[src/rtl/core/brp_ram.sv]
// ============================================================================
// brp_ram
// Generic single-write, single-read RAM with a registered read port.
// ============================================================================
module brp_ram #(
	parameter int unsigned WIDTH = 8,
	parameter int unsigned DEPTH = 256
) (
	input  logic                     clk,
	input  logic                     we,
	input  logic [$clog2(DEPTH)-1:0] waddr,
	input  logic [WIDTH-1:0]         wdata,
	input  logic [$clog2(DEPTH)-1:0] raddr,
	output logic [WIDTH-1:0]         rdata
);

	logic [WIDTH-1:0] mem [DEPTH];

	always_ff @(posedge clk) begin
		if (we) begin
			mem[waddr] <= wdata;
		end
		rdata <= mem[raddr];
	end

endmodule

[config.mk]
export PLATFORM = sky130hd
export DESIGN_NAME = brp_ram
export DESIGN_NICKNAME = d
export VERILOG_FILES = /design/src/rtl/core/brp_ram.sv
export SDC_FILE = /design/constraint.sdc
export NUM_CORES = 2
export LEC_CHECK = 0
export ABC_AREA = 1
export BUFFER_PORTS_ARGS = -buffer_cell sky130_fd_sc_hd__buf_4
export CAP_MARGIN = 20
export CORE_MARGIN = 2
export CORE_UTILIZATION = 35
export DETAILED_ROUTE_END_ITERATION = 10
export MAX_ROUTING_LAYER = met4
export SETUP_SLACK_MARGIN = 0.2
export SYNTH_ARGS = -nofsm -noshare
export SYNTH_HDL_FRONTEND = slang
export SYNTH_SLANG_ARGS = --single-unit
[constraint.sdc]
create_clock -name clk -period 2.35 [get_ports clk]
set_input_delay 0.235 -clock clk [delete_from_list [all_inputs] [get_ports clk]]
set_output_delay 0.235 -clock clk [all_outputs]
set_load 0.01 [all_outputs]
==> impl_metrics.env <==
export IMPL_io_pins=34
export IMPL_period_needed_ps=2030
export IMPL_synth_fa_ha_area_share_pct=0
export IMPL_arrival_ps=2760
export IMPL_cts_max_level=4
export IMPL_synth_top_family_by_area="simple AND/OR/NAND/NOR gates"
export IMPL_finalSetupViolCount=0
export IMPL_r2r_end="rdata[5]"
export IMPL_postPlaceCellArea_um2=91200
export IMPL_route_detailed_drc=0
export IMPL_clock_sinks=2056
export IMPL_cp_common_cell="nand3_1"
export IMPL_layout_commonest_cell="nand2_1"
export IMPL_drive_gt1_share_pct=11.9
export IMPL_ir_drop_mv=0.698
export IMPL_numCtsBuffers=206
export IMPL_max_cap_viol_count=0
export IMPL_leakage_nw=34.5
export IMPL_synth_compound_area_share_pct=0
export IMPL_ys_seq_area_share_pct=73.9
export IMPL_powerDensity_nw_per_um2=801
export IMPL_hold_viol=0
export IMPL_cpLargestDelayFamily="simple AND/OR/NAND/NOR gates"
export IMPL_grt_pass1_vias=54000
export IMPL_hold_path_class="input port to flip-flop"
export IMPL_dp_hpwl_um=148000
export IMPL_outcome="finished clean"
export IMPL_grt_max_degree=93
export IMPL_start_util_pct=35.1
export IMPL_ys_warnings_count=0
export IMPL_fmaxAchievable_mhz=491
export IMPL_die_h_um=492
export IMPL_min_delay_path_depth=4
export IMPL_tns_ps=0
export IMPL_avgViaCountPerCell=5.26
export IMPL_cp_required_ps=3070
export IMPL_critPathMaxStageDelay_ps=370
export IMPL_first_pass_iters=6
export IMPL_power_mw=78.4
export IMPL_cts_tree="done"
export IMPL_grt_setup_unrepaired="false"
export IMPL_portBuffers=33
export IMPL_ys_ff_latch=2056
export IMPL_syn_area_um2=83400
export IMPL_layout_common_cells="nand2_1, edfxtp_1, nand3_1"
export IMPL_rows=179
export IMPL_worst_r2r_cell_count=11
export IMPL_vias=56100
export IMPL_slew_headroom_pct=45.5
export IMPL_cts_setup_buffers=0
export IMPL_ctsHoldBuffers=10
export IMPL_hold_path_endpoint="mem[95][2]"
export IMPL_startpoint_type="flip-flop"
export IMPL_grt_util_all_layers_pct=20.2
export IMPL_clk_latency_ps=850
export IMPL_fillers=22000
export IMPL_die_area_um2=242000
export IMPL_ant_nets=0
export IMPL_gp_congestion=0.945
export IMPL_worst_pin_slew_ps=815
export IMPL_fin_skew_ps=33.5
export IMPL_setup_worst_path_end_class="flip-flop"
export IMPL_finalInstanceArea_um2=98000
export IMPL_wirelength_um=243000
export IMPL_ys_types=14
export IMPL_holdCritStartpoint="waddr[7]"
export IMPL_grt_ovfl_total=0
export IMPL_antenna_found_initial=15
export IMPL_syn_area_per_cell_um2=11.9
export IMPL_rr_startpoint="mem[101][5]"
export IMPL_cts_reportedPaths_clkPinSlew_ps=60
export IMPL_cts_repair_resized=0
export IMPL_min_period_over_period_pct=86.6
export IMPL_area_growth_pct=17.5
export IMPL_cp_cell_sequence="nand2_1 > nand3_1 > nand3_1 > nand3_1 > nand3_1 > nand3_1 > buf_4 > nand3_1 > nand2_1 > nand2_1 > nand2_1"
export IMPL_synth_xor_area_share_pct=0
export IMPL_worst_path_max_fanout=1
export IMPL_reg2reg_slack_ps=320
export IMPL_fin_nets=7361
export IMPL_syn_nets=7029
export IMPL_clockRootBuffer="clkbuf_16"
export IMPL_synth_simple_area_share_pct=22.9
export IMPL_finalMaxSlewViolations=0
export IMPL_drtIter0Drc=7044
export IMPL_core_area_um2=237000
export IMPL_holdWs_ps=137
export IMPL_synth_mux_area_share_pct=0
export IMPL_path_buf_inv=1
export IMPL_synth_cells=7003
export IMPL_clockBufferDepth=3
export IMPL_critPathKind="flip-flop to flip-flop"
export IMPL_utilization_pct=41.3
export IMPL_wl_per_cell_um=22.7
export IMPL_grt_pass1_wl_um=356000
export IMPL_cp_slowest_cell="edfxtp_1"
export IMPL_fp_dieW_um=492
final cells by class:
class	count	area [µm²]	share of cell area, %
Multi-Input combinational cell	4425	19100	19.5
Timing Repair Buffer	607	6370	6.50
Sequential cell	2056	61700	62.9
Tap cell	3167	3960	4.05
Clock buffer	249	5340	5.45
Clock inverter	122	1300	1.33
Antenna cell	6	15.0	0.0153
Inverter	39	180	0.184
power breakdown:
group	internal [mW]	switching [mW]
Sequential	40.4	0.0555
Clock	18.8	13.9
Combinational	1.52	3.73
Total	60.7	17.7
flip-flops by register name, summed over array words and instances, names as in the netlist:
register / flops
rdata: 8
mem: 2048
per-stage QoR:
stage / setup WS [ps] / std cells
after detailed placement: -286 / 10300
after global placement: -278 / 10300
final: 315 / 10700
after floorplan: 624 / 7003
after CTS: 398 / 10700
after global routing: 309 / 10700
cell families (layout without fill, tap and decap cells):
logic type | after synthesis | in the layout
buffers and inverters | 522 | 1017
DFF | 2056 | 2056
other | 0 | 6
and+or+nand+nor | 4425 | 4425
routing by layer:
layer  share of wire [%]  routed length [µm]  global-route usage [%]
met5                   0                   0                       -
met2                  47              114000                    31.3
met3                 7.9               19200                    2.95
met4                 4.2               10200                    8.18
met1                  41               99500                    26.8
synthesized netlist by cell type:
cell	number	area share [%]
buf_8	1	0.018
inv_2	2	0.0090
buf_4	46	0.41
nand3_1	2019	12
inv_1	36	0.16
buf_6	16	0.22
buf_2	268	1.6
dfxtp_1	8	0.19
nand2_1	2123	9.6
buf_1	40	0.18
inv_4	1	0.0075
edfxtp_1	2048	74
clkbuf_1	112	0.50
nor2_1	283	1.3
how the worst max path moves through the flow:
stage | from | to | slack (ps) | cells past startpoint
3_3_place_gp | raddr[1] | rdata[6] | -280 | 13
5_1_grt | mem[89][5] | rdata[5] | 310 | 10
2_1_floorplan | we | mem[162][0] | 620 | 4
6_report | mem[101][5] | rdata[5] | 320 | 11
4_1_cts | mem[111][1] | rdata[1] | 400 | 11
3_5_place_dp | raddr[1] | rdata[6] | -290 | 13
worst reg2reg max path: stages (launching register included):
cell      delay [ps]
edfxtp_1         370
nand2_1           80
nand3_1          100
nand3_1          120
nand3_1          160
nand3_1          170
nand3_1           90
buf_4            170
nand3_1          190
nand2_1           90
nand2_1          290
nand2_1          100
Note: power is estimated with default switching activity, not from simulation.
